**src/design/cmwc_pkg.sv**
```systemverilog
package cmwc_pkg;

    // Lag table geometry
    localparam int LAG_DEPTH = 4096;
    localparam int LAG_AW    = 12;
    localparam int WORD_W    = 32;
    localparam int PROD_W    = 48;

    // Generator constants
    localparam logic [WORD_W-1:0] GOLDEN         = 32'h9e37_79b9;
    localparam logic [WORD_W-1:0] GOLDEN_X2      = 32'h3c6e_f372;
    localparam logic [WORD_W-1:0] BASE_MINUS_TWO = 32'hffff_fffe;
    localparam logic [WORD_W-1:0] CARRY_INIT     = 32'd362436;
    localparam logic [LAG_AW-1:0] POS_INIT       = 12'd4095;
    localparam logic [14:0]       MULTIPLIER     = 15'd18782;

    // Controller to datapath commands
    typedef struct packed {
        logic load_seed;
        logic fill;
        logic read;
        logic mul;
        logic sum;
        logic write;
    } t_cmd;

    // Datapath to controller status
    typedef struct packed {
        logic fill_last;
    } t_stat;

endpackage

```
**src/design/cmwc_ctrl.sv**
```systemverilog
module cmwc_ctrl
    import cmwc_pkg::*;
(
    input  logic  i_clk,
    input  logic  i_rst_n,
    input  logic  start,
    input  logic  i_mode,
    input  t_stat i_stat,
    output t_cmd  o_cmd,
    output logic  busy
);

    typedef enum logic [5:0] {
        S_IDLE  = 6'b000001,
        S_FILL  = 6'b000010,
        S_READ  = 6'b000100,
        S_MUL   = 6'b001000,
        S_SUM   = 6'b010000,
        S_WRITE = 6'b100000
    } t_state;

    t_state r_state;
    t_state n_state;

    // Next state and command decode
    always_comb begin
        n_state = r_state;
        o_cmd   = '0;
        case (r_state)
            S_IDLE: begin
                if (start) begin
                    o_cmd.load_seed = i_mode;
                    n_state         = i_mode ? S_FILL : S_READ;
                end
            end
            S_FILL: begin
                o_cmd.fill = 1'b1;
                if (i_stat.fill_last) begin
                    n_state = S_IDLE;
                end
            end
            S_READ: begin
                o_cmd.read = 1'b1;
                n_state    = S_MUL;
            end
            S_MUL: begin
                o_cmd.mul = 1'b1;
                n_state   = S_SUM;
            end
            S_SUM: begin
                o_cmd.sum = 1'b1;
                n_state   = S_WRITE;
            end
            S_WRITE: begin
                o_cmd.write = 1'b1;
                n_state     = S_IDLE;
            end
            default: begin
                n_state = S_IDLE;
            end
        endcase
    end

    always_ff @(posedge i_clk) begin
        if (!i_rst_n) begin
            r_state <= S_IDLE;
        end else begin
            r_state <= n_state;
        end
    end

    assign busy = (r_state != S_IDLE);

endmodule

```
**config.mk**
```make
export PLATFORM = sky130hd
export DESIGN_NAME = cmwc_ctrl
export DESIGN_NICKNAME = d
export VERILOG_FILES = /design/src/design/cmwc_pkg.sv /design/src/design/cmwc_ctrl.sv
export SDC_FILE = /design/constraint.sdc
export NUM_CORES = 1
export LEC_CHECK = 0
export ABC_CLOCK_PERIOD_IN_PS = 2100
export BUFFER_PORTS_ARGS = -buffer_cell sky130_fd_sc_hd__buf_2
export CAP_MARGIN = 5
export CORE_AREA = 2 2 39 41
export CTS_CLUSTER_SIZE = 28
export DETAILED_ROUTE_END_ITERATION = 12
export DIE_AREA = 0 0 41 43
export MAX_ROUTING_LAYER = met4
export PLACE_DENSITY = 0.55
export SLEW_MARGIN = 10
export SYNTH_ARGS = -nofsm -noshare
export SYNTH_HDL_FRONTEND = slang
export SYNTH_SLANG_ARGS = --single-unit
```
**constraint.sdc**
```tcl
create_clock -name i_clk -period 2.1 [get_ports i_clk]
set_input_delay 0.63 -clock i_clk [delete_from_list [all_inputs] [get_ports i_clk]]
set_output_delay 0.63 -clock i_clk [all_outputs]
set_load 0.1 [all_outputs]
```
# [Yosys cells after proc, flatten, opt, wreduce, memory -nomap -nowiden]
# Index checks and enable logic that the tools add are counted.
[word_totals] register_bits=6 word_cells=22 inputBits=5
[op_classes] reduce_logical=1 eq_ne=9 n_mux=11
[ops] cell="one-hot mux 6 bit (5 select lines)" count=1
[ops] cell="2-to-1 mux 6 bit" count=2
[ops] cell="2-to-1 mux 1 bit" count=7
[ops] cell="equality test 6 x 1 -> 1 bit, second input constant" count=1
[ops] cell="equality test 6 x 2 -> 1 bit, second input constant" count=1
[ops] cell="equality test 6 x 3 -> 1 bit, second input constant" count=1
[ops] cell="equality test 6 x 4 -> 1 bit, second input constant" count=1
[ops] cell="equality test 6 x 5 -> 1 bit, second input constant" count=1
[ops] cell="equality test 6 bit, second input constant" count=1
[ops] cell="inequality test 6 x 1 -> 1 bit, second input constant" count=1
[ops] cell="inequality test 2 bit, second input constant" count=2
[ops] cell="2-to-1 mux 3 bit" count=1
[ops] cell="AND reduction 2 bit" count=1

# [Logic depth before layout (Yosys ltp)]
# Gate-level depths: netlist of run 1.
[depth] depth_word=3 mapped_depth=6 depth_no_buf=5

# [Worst setup path after synthesis of run 1]
# OpenSTA, ideal clock, no wires.
[synth_timing] kind="reg-to-output" startpoint="register r_state[2]" endpoint="output o_cmd[0] (netlist bit)" n_path_buf=1 arrival_ps=3278 path_stages_with_launch=4 required_ps=1470 slack_ps=-1808 cell_sequence="dfxtp_1 > buf_6 > or4_2 > nor3b_1"
[synth_lines] item="start: declaration" line_no="cmwc_ctrl.sv:22" source="t_state r_state;"
[synth_lines] item="start signal: assignment" line_no="cmwc_ctrl.sv:68" source="r_state <= n_state;"
[synth_lines] item="end: declaration" line_no="cmwc_ctrl.sv:9" source="output t_cmd o_cmd,"

==> summary.md, run 1 <==
| Metric | Value |
|---|---|
| Status | complete, but fails checks |
| Violated checks | setup timing |
| Max Freq | 427.1 MHz |
| Slew Limit Fails | 0 |
| Die Y | 43 um |
| Setup ws final | -241.2 ps |
| Period utilisation layout | 1.115 |
| Clk sinks | 6 |
| Core area | 1384 um2 |
| Post-layout minimum cycle time | 2341 ps |
| CTS Buffer Depth | 2 |
| Fin Setup TNS | -1221 ps |
| Antenna Cells | 0 |
| Clk_lat worst skew | 240 ps |
| Nets@finish | 69 |
| Share of cells above drive strength 1 | 0.7742 |
| Post-Syn Instances | 35 |
| Drt via density | 4.769 |
| Largest registers | r_state: 6 flops |
| Grt ovf | 0 |
| Largest net degree at the start of global routing | 8 |
| R2R Setup Slk | 230 ps |
| Routed len/inst | approximately 12 um |
| Top sig layer | met3 |
| Total length of routed met3 wires | 25 um |
| Syn_area_per_cell | 9.688 um2 |
| Initial DRC count | 1 |
| 1st-pass router iterations | 3 |
| H-Tree Depth | 1 |
| Syn_nets | 40 |
| Biggest cell delay along the critical path | 550 ps |
| Crit Path Category | flip-flop to output port |
| Inst Count DP | 71 |
| CP endpoint kind | output port |
| Cell count along the critical path | 5 |
| Startpoint Class | flip-flop |
| Setup crit end | o_cmd[5] |
| Vias in the first global route | 390 |
| Clock root buffer | clkbuf_4 |
| Number of synthesized flops with an enable pin | 0 |
| Routed met1 length | 337 um |
| Delay-heaviest family, CP | simple AND/OR/NAND/NOR gates |
| Worst R2R End | r_state[5] |
| PwrDens | approximately 550 nW/um2 |
| Final setup skew | 0.2762 ps |
| Seq/Total Area, Yosys | 0.3542 |
| Final setup violating endpoints | 7 |
| Top reg by flops | r_state |
| Mapped cell area | between 300 and 400 um2 |
| Most frequent cells in the layout | buf_4 (13), buf_12 (7), nor3b_4 (4), buf_2 (4), dfxtp_2 (4) |
| Clock transition at path regs | 40 ps |
| Unrepaired setup endpoints after global routing | true |
| Initial core utilization | 0.2450 |
| Die Wd | 41 um |
| CP Launch Point | r_state[5] |
| First-pass GRT wire length | 1545 um |
| Routed wire length | 928 um |
| Hold Crit Class | flip-flop to flip-flop |
| CP required | roughly 1500 ps |
| Slew @ Worst Pin | 267.4 ps |
| All-layer global routing usage | 0.1374 |
| I/O pins | 12 |
| Layout overhead on the synthesized area | 115.1% |
| Prevailing post-synth register cell | dfxtp_1 |
| Yosys reg bits | 6 |
| Post-DRT Antenna Nets | 0 |
| Slew HR | 0.8201 |
| RR Startpoint | r_state[5] |
| Post-DP HPWL | 713.8 um |
| RD Place Congestion | between 0.6 and 0.7 |
| Cell variety after synth | 21 |
| Crit-path slowest cell | or4_4 |
| Worst path bufs/invs | 2 |
| R2R cell count | 5 |
| Critical path, cell by cell | or4_4 -> nor3b_4 -> nand3_2 -> clkinvlp_4 -> buf_12 |
| Die footprint | 1763 um2 |
| DR vias | 372 |
| Most common cell after layout, fill and taps aside | buf_4 |
| # rows | 14 |
| Critical Path AT | 1710 ps |
| # DRC | 0 |
| TritonCTS clock tree | done |
| Max VDD drop | 0.2716 mV |
| Final cell count without fillers | just under 80 |
| PortBufs | 11 |
| Number of max-cap violations | 0 |
| Async S/R FF share, synth | 0 |
| CP Max Fanout | 2 |
| Routed wl met2 | 566 um |
| Yosys warnings | 0 |
| Final hold vios | 0 |
| Initial antenna violation count | 0 |
| CTS Buf Count | 3 |
| Max reg flops | 6 |
| Fillers | between 100 and 150 |
| Leakage power | 0.2880 nW |
worst min-delay path, cell delays in order, from the launching register on:
cell and delay, ps:
dfxtp_2 330, buf_4 140, nor4_1 60
per-layer routing:
| metal | global-route usage | vias up |
|---|---|---|
| met1 | 0.1205 | 173 |
| met2 | 0.2438 | 8 |
| met5 | - | - |
| met4 | 0.1000 | 0 |
| li1 | - | 191 |
| met3 | 0.01571 | 0 |
how the worst min path moves through the flow:
stage,from,end,slack [ps],cells after the start
2_1_floorplan,r_state[2],r_state[4],520,2
3_3_place_gp,r_state[5],r_state[5],570,2
3_5_place_dp,r_state[5],r_state[5],590,2
4_1_cts,r_state[5],r_state[5],570,2
5_1_grt,r_state[5],r_state[5],590,2
6_report,r_state[5],r_state[5],570,2
cell usage after synthesis (2+ instances only):
library cell	instances	area [um2]
inv_1	4	15.01
nor3b_1	4	30.03
or4_2	2	17.52
nor4_1	2	12.51
dfxtp_1	6	120.1
nor3_1	2	10.01
cells by family after synthesis:
logic type,after synthesis,share of synthesized area
and+or+nand+nor,16,0.3727
xor gates and xnor gates,1,0.02583
DFF,6,0.3543
buffers and inverters,5,0.07748
AOI/OAI and AO/OA,7,0.1697
report_power, final:
part	leakage [nW]	switching, mW	internal [mW]
Clock	0.0138	0.0363	0.0643
Sequential	0.0500	0.00367	0.120
Combinational	0.224	0.0984	0.0819
metrics by stage:
step	utilization	worst slack [ps]	area (um2)	hold slack, ps	power, mW
detailed placement	0.4720	-7.746	653.1	591.4	0.2746
floorplan	-	-339.4	424.2	524.8	0.2304
finish	0.5271	-241.2	729.5	568.6	0.4046
CTS	0.5199	-264.3	719.4	566.9	0.4051
global route	0.5271	-326.4	729.5	589.7	0.4253
global placement	0.4720	15.58	653.1	566.4	0.2726
final cells by class:
| type | count | area [um2] | area share |
|---|---|---|---|
| Multi-Input combinational cell | 24 | 271.5 | 0.3722 |
| Clock buffer | 3 | 22.52 | 0.03087 |
| Inverter | 4 | 21.27 | 0.02916 |
| Tap cell | 16 | 20.02 | 0.02744 |
| Sequential cell | 6 | 125.1 | 0.1715 |
| Timing Repair Buffer | 25 | 269.0 | 0.3688 |
what timing repair did:
action,in CTS,in global routing
setup buffers,3,1
gates resized for setup,8,1
setup endpoints to repair,7,7
hold buffers,0,0
hold endpoints to repair,0,0
pin swaps,4,0
Note: power is estimated with default switching activity, not from simulation.
==> run 2, diff against run 1 <==
--- a/config.mk
+++ b/config.mk
@@ -12,7 +12,6 @@
 export CTS_CLUSTER_SIZE = 28
 export DETAILED_ROUTE_END_ITERATION = 12
 export DIE_AREA = 0 0 41 43
-export MAX_ROUTING_LAYER = met4
 export PLACE_DENSITY = 0.55
 export SLEW_MARGIN = 10
 export SYNTH_ARGS = -nofsm -noshare
==> run 2 against run 1 <==
The run still ends with setup timing left. Critical path type unchanged. Hold slack got worse by 1.8 ps. Largest cell class unchanged. Clock-buffer cell count stayed put. Final cell count stayed put.
==> summary.md, run 2 (synthesis results as in run 1) <==
| Metric | Value |
|---|---|
| Clk pwr share | 0.249 |
| Final cell count without fillers | 78 |
| Switch share | 0.3428 |
| M1 GR Usage | 0.1140 |
| Post-layout minimum cycle time | 2343 ps |
| Largest net degree at the start of global routing | 8 |
| Final setup skew | around 0.36 ps |
| Post-DRT Antenna Nets | 0 |
| Final setup violating endpoints | 7 |
| Critical Path AT | 1710 ps |
| Period utilisation layout | 1.115 |
| Max Freq | 426.9 MHz |
| Leakage power | 0.2880 nW |
| Unrepaired setup endpoints after global routing | true |
| Initial core utilization | 0.2450 |
| PwrDens | 555.3 nW/um2 |
| Max VDD drop | 0.2725 mV |
| # rows | 14 |
| First-pass GRT wire length | approximately 1500 um |
| Die footprint | 1763 um2 |
| Number of max-cap violations | 0 |
| Met2 GRT Util | 0.2438 |
| Inst Count DP | 71 |
| CTS Buffer Depth | 2 |
| Pre-CTS setup slack | -7.746 ps |
| # DRC | 0 |
| RD Place Congestion | 0.6644 |
| Slew @ Worst Pin | 267.5 ps |
| Status | complete, but fails checks |
| TritonCTS clock tree | done |
| Most frequent cells in the layout | buf_4 (13), buf_12 (7), nor3b_4 (4), buf_2 (4), dfxtp_2 (4) |
| Routed wire length | approximately 920 um |
| Drt via density | 4.833 |
| CP Max Fanout | 2 |
| Clk_lat worst skew | 240 ps |
| Vias in the first global route | just under 400 |
| Tot Pwr | 405.1 uW |
| Max reg flops | 6 |
| Clock transition at path regs | roughly 40 ps |
| Final hold vios | 0 |
| Nets@finish | 69 |
| Top reg by flops | r_state |
| GR peak layer | met2 |
| Area after DPL | approximately 650 um2 |
| Crit Path Category | flip-flop to output port |
| Violated checks | setup timing |
| Slew HR | 0.8200 |
| Biggest cell delay along the critical path | 550 ps |
| GR Util met3 | 0.02094 |
| Hold_ws | between 500 and 600 ps |
| CP required | 1470 ps |
| I/O pins | 12 |
| Most common cell after layout, fill and taps aside | buf_4 |
| Slew Limit Fails | 0 |
| P_sw | 138.9 uW |
| Clk sinks | 6 |
| Comb pwr share | 0.446 |
| Startpoint Class | flip-flop |
| Post-DP HPWL | 713.8 um |
| Grt ovf | 0 |
| Worst path bufs/invs | 2 |
| Antenna Cells | 0 |
| Die Wd | 41 um |
| Clock root buffer | clkbuf_4 |
| 1st-pass router iterations | 1 |
| All-layer global routing usage | 0.1331 |
| Critical path, cell by cell | or4_4 -> nor3b_4 -> nand3_2 -> clkinvlp_4 -> buf_12 |
| Routed len/inst | around 12 um |
| Die Y | 43 um |
| Seq pwr share | 0.305 |
| Layout overhead on the synthesized area | 115.1% |
| PortBufs | 11 |
| DR vias | 377 |
| CP endpoint kind | output port |
| Delay-heaviest family, CP | simple AND/OR/NAND/NOR gates |
| Initial antenna violation count | 0 |
| Initial DRC count | 0 |
| Core area | 1384 um2 |
| Internal power | roughly 270 uW |
| Crit-path slowest cell | or4_4 |
| CTS Buf Count | 3 |
| Largest registers | r_state: 6 flops |
| Setup ws final | -242.5 ps |
| H-Tree Depth | 1 |
| Share of cells above drive strength 1 | 0.7742 |
| Final Cell Area | ~730 um2 |
| Hold Crit Class | flip-flop to flip-flop |
## run 2: cell counts in the layout (fill, tap and decap cells not counted)
Identical to the previous run, type by type.
## run 2: worst min-delay path: stages, from the launching register on
cell	delay, ps
dfxtp_2	330
buf_4	140
nor4_1	60
## run 2: stage by stage
step                        util  TNS [ps]
after floorplan                -     -1816
after global placement    0.4720         0
after detailed placement  0.4720    -7.746
after CTS                 0.5199     -1341
after global routing      0.5271     -1563
final                     0.5271     -1227
## run 2: repair_timing
| action | 4_1_cts | 5_1_grt |
|---|---|---|
| endpoints found under the setup margin | 7 | 7 |
| pin swaps | 4 | 0 |
| setup buffers | 3 | 1 |
| gates resized for setup | 8 | 1 |
| hold buffers | 0 | 0 |
## run 2: power by group through the flow
| stage | Combinational (mW) | Sequential, mW | Clock (mW) |
|---|---|---|---|
| final | 0.180 | 0.124 | 0.101 |
| after global routing | 0.191 | 0.124 | 0.110 |
| after CTS | 0.173 | 0.124 | 0.109 |
| after detailed placement | 0.149 | 0.126 | 0 |
| after global placement | 0.147 | 0.126 | 0 |
| after floorplan | 0.101 | 0.129 | 0 |
## run 2: path summary, 6_finish.rpt
path              startpoint  slack [ps]         end  depth (start not counted)
setup / recovery  r_state[5]        -240    o_cmd[5]                          5
hold / removal    r_state[5]         570  r_state[5]                          2
setup reg to reg  r_state[5]         230  r_state[5]                          5
hold reg to reg   r_state[5]         570  r_state[5]                          2
## run 2: area by class of cell
type | count | area (um2)
inverters | 4 | 21.27
repair buffers | 25 | 269.0
clock buffers | 3 | 22.52
multi-input cells | 24 | 271.5
well taps | 16 | 20.02
flip-flops and latches | 6 | 125.1
fillers | 132 | 654.4
## run 2: per-layer routing
metal | wire, um | share of wire
met4 | 4 | 0.0044
met5 | 0 | 0
met1 | 321 | 0.35
met2 | 558 | 0.61
met3 | 34 | 0.037
==> run 3, diff against run 2 <==
--- a/config.mk
+++ b/config.mk
@@ -5,6 +5,7 @@
 export SDC_FILE = /design/constraint.sdc
 export NUM_CORES = 1
 export LEC_CHECK = 0
+export ABC_AREA = 1
 export ABC_CLOCK_PERIOD_IN_PS = 2100
 export BUFFER_PORTS_ARGS = -buffer_cell sky130_fd_sc_hd__buf_2
 export CAP_MARGIN = 5
@@ -12,7 +13,7 @@
 export CTS_CLUSTER_SIZE = 28
 export DETAILED_ROUTE_END_ITERATION = 12
 export DIE_AREA = 0 0 41 43
-export PLACE_DENSITY = 0.55
+export PLACE_DENSITY = 0.56
 export SLEW_MARGIN = 10
 export SYNTH_ARGS = -nofsm -noshare
 export SYNTH_HDL_FRONTEND = slang
==> run 3 against run 2 <==
The run now ends clean. Clock-buffer cell count is the same. Routed wire length fell by 18%. Design area fell by 22%. Sequential share of layout area is 3.9 points higher. Utilization is 11 points lower. Flip-flop and latch count stayed put. Register-to-register slack gained 770 ps. Sequential power grew 6%. Setup slack better by 350 ps. Power fell by 6.1%. Clock skew is essentially flat. Hold slack improved by 64 ps. Critical endpoint is now busy.
==> summary.md, run 3 <==
| Metric | Value |
|---|---|
| Prevailing post-synth register cell | dfxtp_1 |
| Worst Hold Depth | 4 |
| Pre-CTS setup slack | 333.9 ps |
| Largest registers | r_state: 6 flops |
| Core area | 1384 um2 |
| Share of cells above drive strength 1 | 0.3571 |
| TritonCTS clock tree | done |
| Leakage power | 0.3082 nW |
| # hold bufs at CTS | 0 |
| RD Place Congestion | 0.7533 |
| Hold_ws | about 630 ps |
| Most frequent cells in the layout | inv_1 (12), nor2_1 (11), nand2_1 (6), buf_12 (6), dfxtp_1 (6) |
| Clock transition at path regs | around 40 ps |
| Clk_lat worst skew | 240 ps |
| Post-DRT Antenna Nets | 0 |
| Clk sinks | 6 |
| Layout overhead on the synthesized area | 62.63% |
| Final hold vios | 0 |
| Clock root buffer | clkbuf_4 |
| Inst Count DP | between 80 and 90 |
| P_sw | 154.0 uW |
| All-layer global routing usage | 0.1034 |
| CTS Buf Count | 3 |
| Max Freq | 502.3 MHz |
| Most common cell after layout, fill and taps aside | inv_1 |
| Routed wire length | 752 um |
| Startpoint Class | flip-flop |
| Slew Limit Fails | 0 |
| Max reg flops | 6 |
| Period utilisation layout | 0.9481 |
| Yosys reg bits | 6 |
| Setup ws final | 109.0 ps |
| PortBufs | 11 |
| Critical Path AT | around 1400 ps |
| Final cell count without fillers | 86 |
| Routed len/inst | approximately 9 um |
| Die footprint | 1763 um2 |
| Async S/R FF share, synth | 0 |
| H-Tree Depth | 1 |
| Initial DRC count | 5 |
| Final setup violating endpoints | 0 |
| Largest cells by area after synthesis | dfxtp_1 (34%), inv_1 (13%), nor2_1 (13%) |
| # DRC | 0 |
| Internal power | approximately 230 uW |
| R2R cell count | 7 |
| Nets@finish | 77 |
| CP required | about 1500 ps |
| Number of synthesized flops with an enable pin | 0 |
| Clk pwr share | 0.276 |
| Drt via density | about 4.4 |
| Initial core utilization | 0.2541 |
| Number of max-cap violations | 0 |
| Yosys warnings | 0 |
| Post-DP HPWL | 621.7 um |
| Cell variety after synth | 13 |
| Vias in the first global route | 298 |
| Top reg by flops | r_state |
| DR vias | 380 |
| Yosys top cell area share | 0.3416 |
| Mapped cell area | about 350 um2 |
| Largest net degree at the start of global routing | 7 |
| Synth top cells by count | inv_1 (12), nor2_1 (12), dfxtp_1 (6), nand2_1 (6), nand3_1 (5) |
| Post-layout minimum cycle time | 1991 ps |
| Fillers | 140 |
| Area leader, netlist | dfxtp_1 |
| Storage cell area | 120.1 um2 |
| Antenna Cells | 0 |
| Comb pwr share | 0.381 |
| Die Y | 43 um |
| PwrDens | approximately 670 nW/um2 |
| Area of the multi-input gates | 196.4 um2 |
| Final Util | 0.4132 |
| Unrepaired setup endpoints after global routing | false |
| Switch share | 0.4049 |
| Syn_area_per_cell | 6.511 um2 |
| Slew @ Worst Pin | 483.1 ps |
| 1st-pass router iterations | 4 |
| Seq/Total Area, Yosys | 0.3416 |
| Slew HR | 0.6801 |
| Fin Setup TNS | 0 ps |
| I/O pins | 12 |
| Grt ovf | 0 |
| # rows | 14 |
| Area after DPL | 534.3 um2 |
| Final Cell Area | about 570 um2 |
| Die Wd | 41 um |
| Crit Path Category | flip-flop to output port |
| Post-Syn Instances | 54 |
| CTS Buffer Depth | 2 |
| CP Max Fanout | 4 |
| Max VDD drop | 0.3793 mV |
| First-pass GRT wire length | 1138 um |
| Seq pwr share | 0.343 |
| Initial antenna violation count | 0 |
| Tot Pwr | 380.5 uW |
| Status | complete, no violations |
| Final setup skew | 0.2269 ps |
| CP endpoint kind | output port |
| Hold Crit Class | flip-flop to flip-flop |
| Syn_nets | 59 |
[run 3: cell count changes in the layout (fill, tap and decap cells not counted), moves of 3 or more]
cell,before,now
dfxtp_2,4,0
nand3_1,0,5
nor3b_4,4,0
nor2_4,0,3
nand4_1,0,3
dfxtp_1,2,6
nor2_1,0,11
inv_1,2,12
buf_4,13,2
nand2_1,0,6
or4_4,3,0
[run 3: what timing repair did]
item                                   in CTS  in global routing
setup buffers                               0                  2
gates resized for setup                     0                  0
endpoints found under the hold margin       0                  0
setup endpoints to repair                   0                  1
[run 3: power groups by stage]
stage	Combinational (mW)	Sequential (mW)	Clock, mW
final	0.145	0.131	0.105
after global routing	0.155	0.131	0.114
after CTS	0.146	0.131	0.105
after detailed placement	0.146	0.133	0
after global placement	0.145	0.132	0
after floorplan	0.114	0.132	0
[run 3: path summary, 6_finish.rpt]
path	to	from	slack, ps
min reg2reg	r_state[5]	r_state[4]	630
max reg2reg	r_state[0]	r_state[4]	1000
min	r_state[5]	r_state[4]	630
max	busy	r_state[4]	110
[run 3: cell families (layout without fill, tap and decap cells)]
| kind of cell | after synthesis | count (layout) | synth area share |
|---|---|---|---|
| DFF | 6 | 6 | 0.3417 |
| and+or+nand+nor | 32 | 32 | 0.4769 |
| AOI/OAI and AO/OA | 2 | 2 | 0.03203 |
| buffers and inverters | 14 | 30 | 0.1495 |
[run 3: final cells by class]
type / count / area share
multi-input cells: 34 / 0.3435
repair buffers: 13 / 0.2801
flip-flops and latches: 6 / 0.2101
inverters: 14 / 0.09190
clock buffers: 3 / 0.03939
well taps: 16 / 0.03501
[run 3: worst max-delay path: stages (launching register included)]
cell and delay, ps:
dfxtp_1 390, nor2_4 70, buf_4 140, nand3_2 80, buf_2 430
[run 3: metal layers]
| metal | track usage | vias to the layer above | wire (um) | part of all wire |
|---|---|---|---|---|
| li1 | - | 198 | - | - |
| met1 | 0.1222 | 172 | 309 | 0.41 |
| met2 | 0.1375 | 8 | 394 | 0.52 |
| met3 | 0.03141 | 2 | 27 | 0.036 |
| met4 | 0.1000 | 0 | 21 | 0.028 |
| met5 | 0 | - | 0 | 0 |
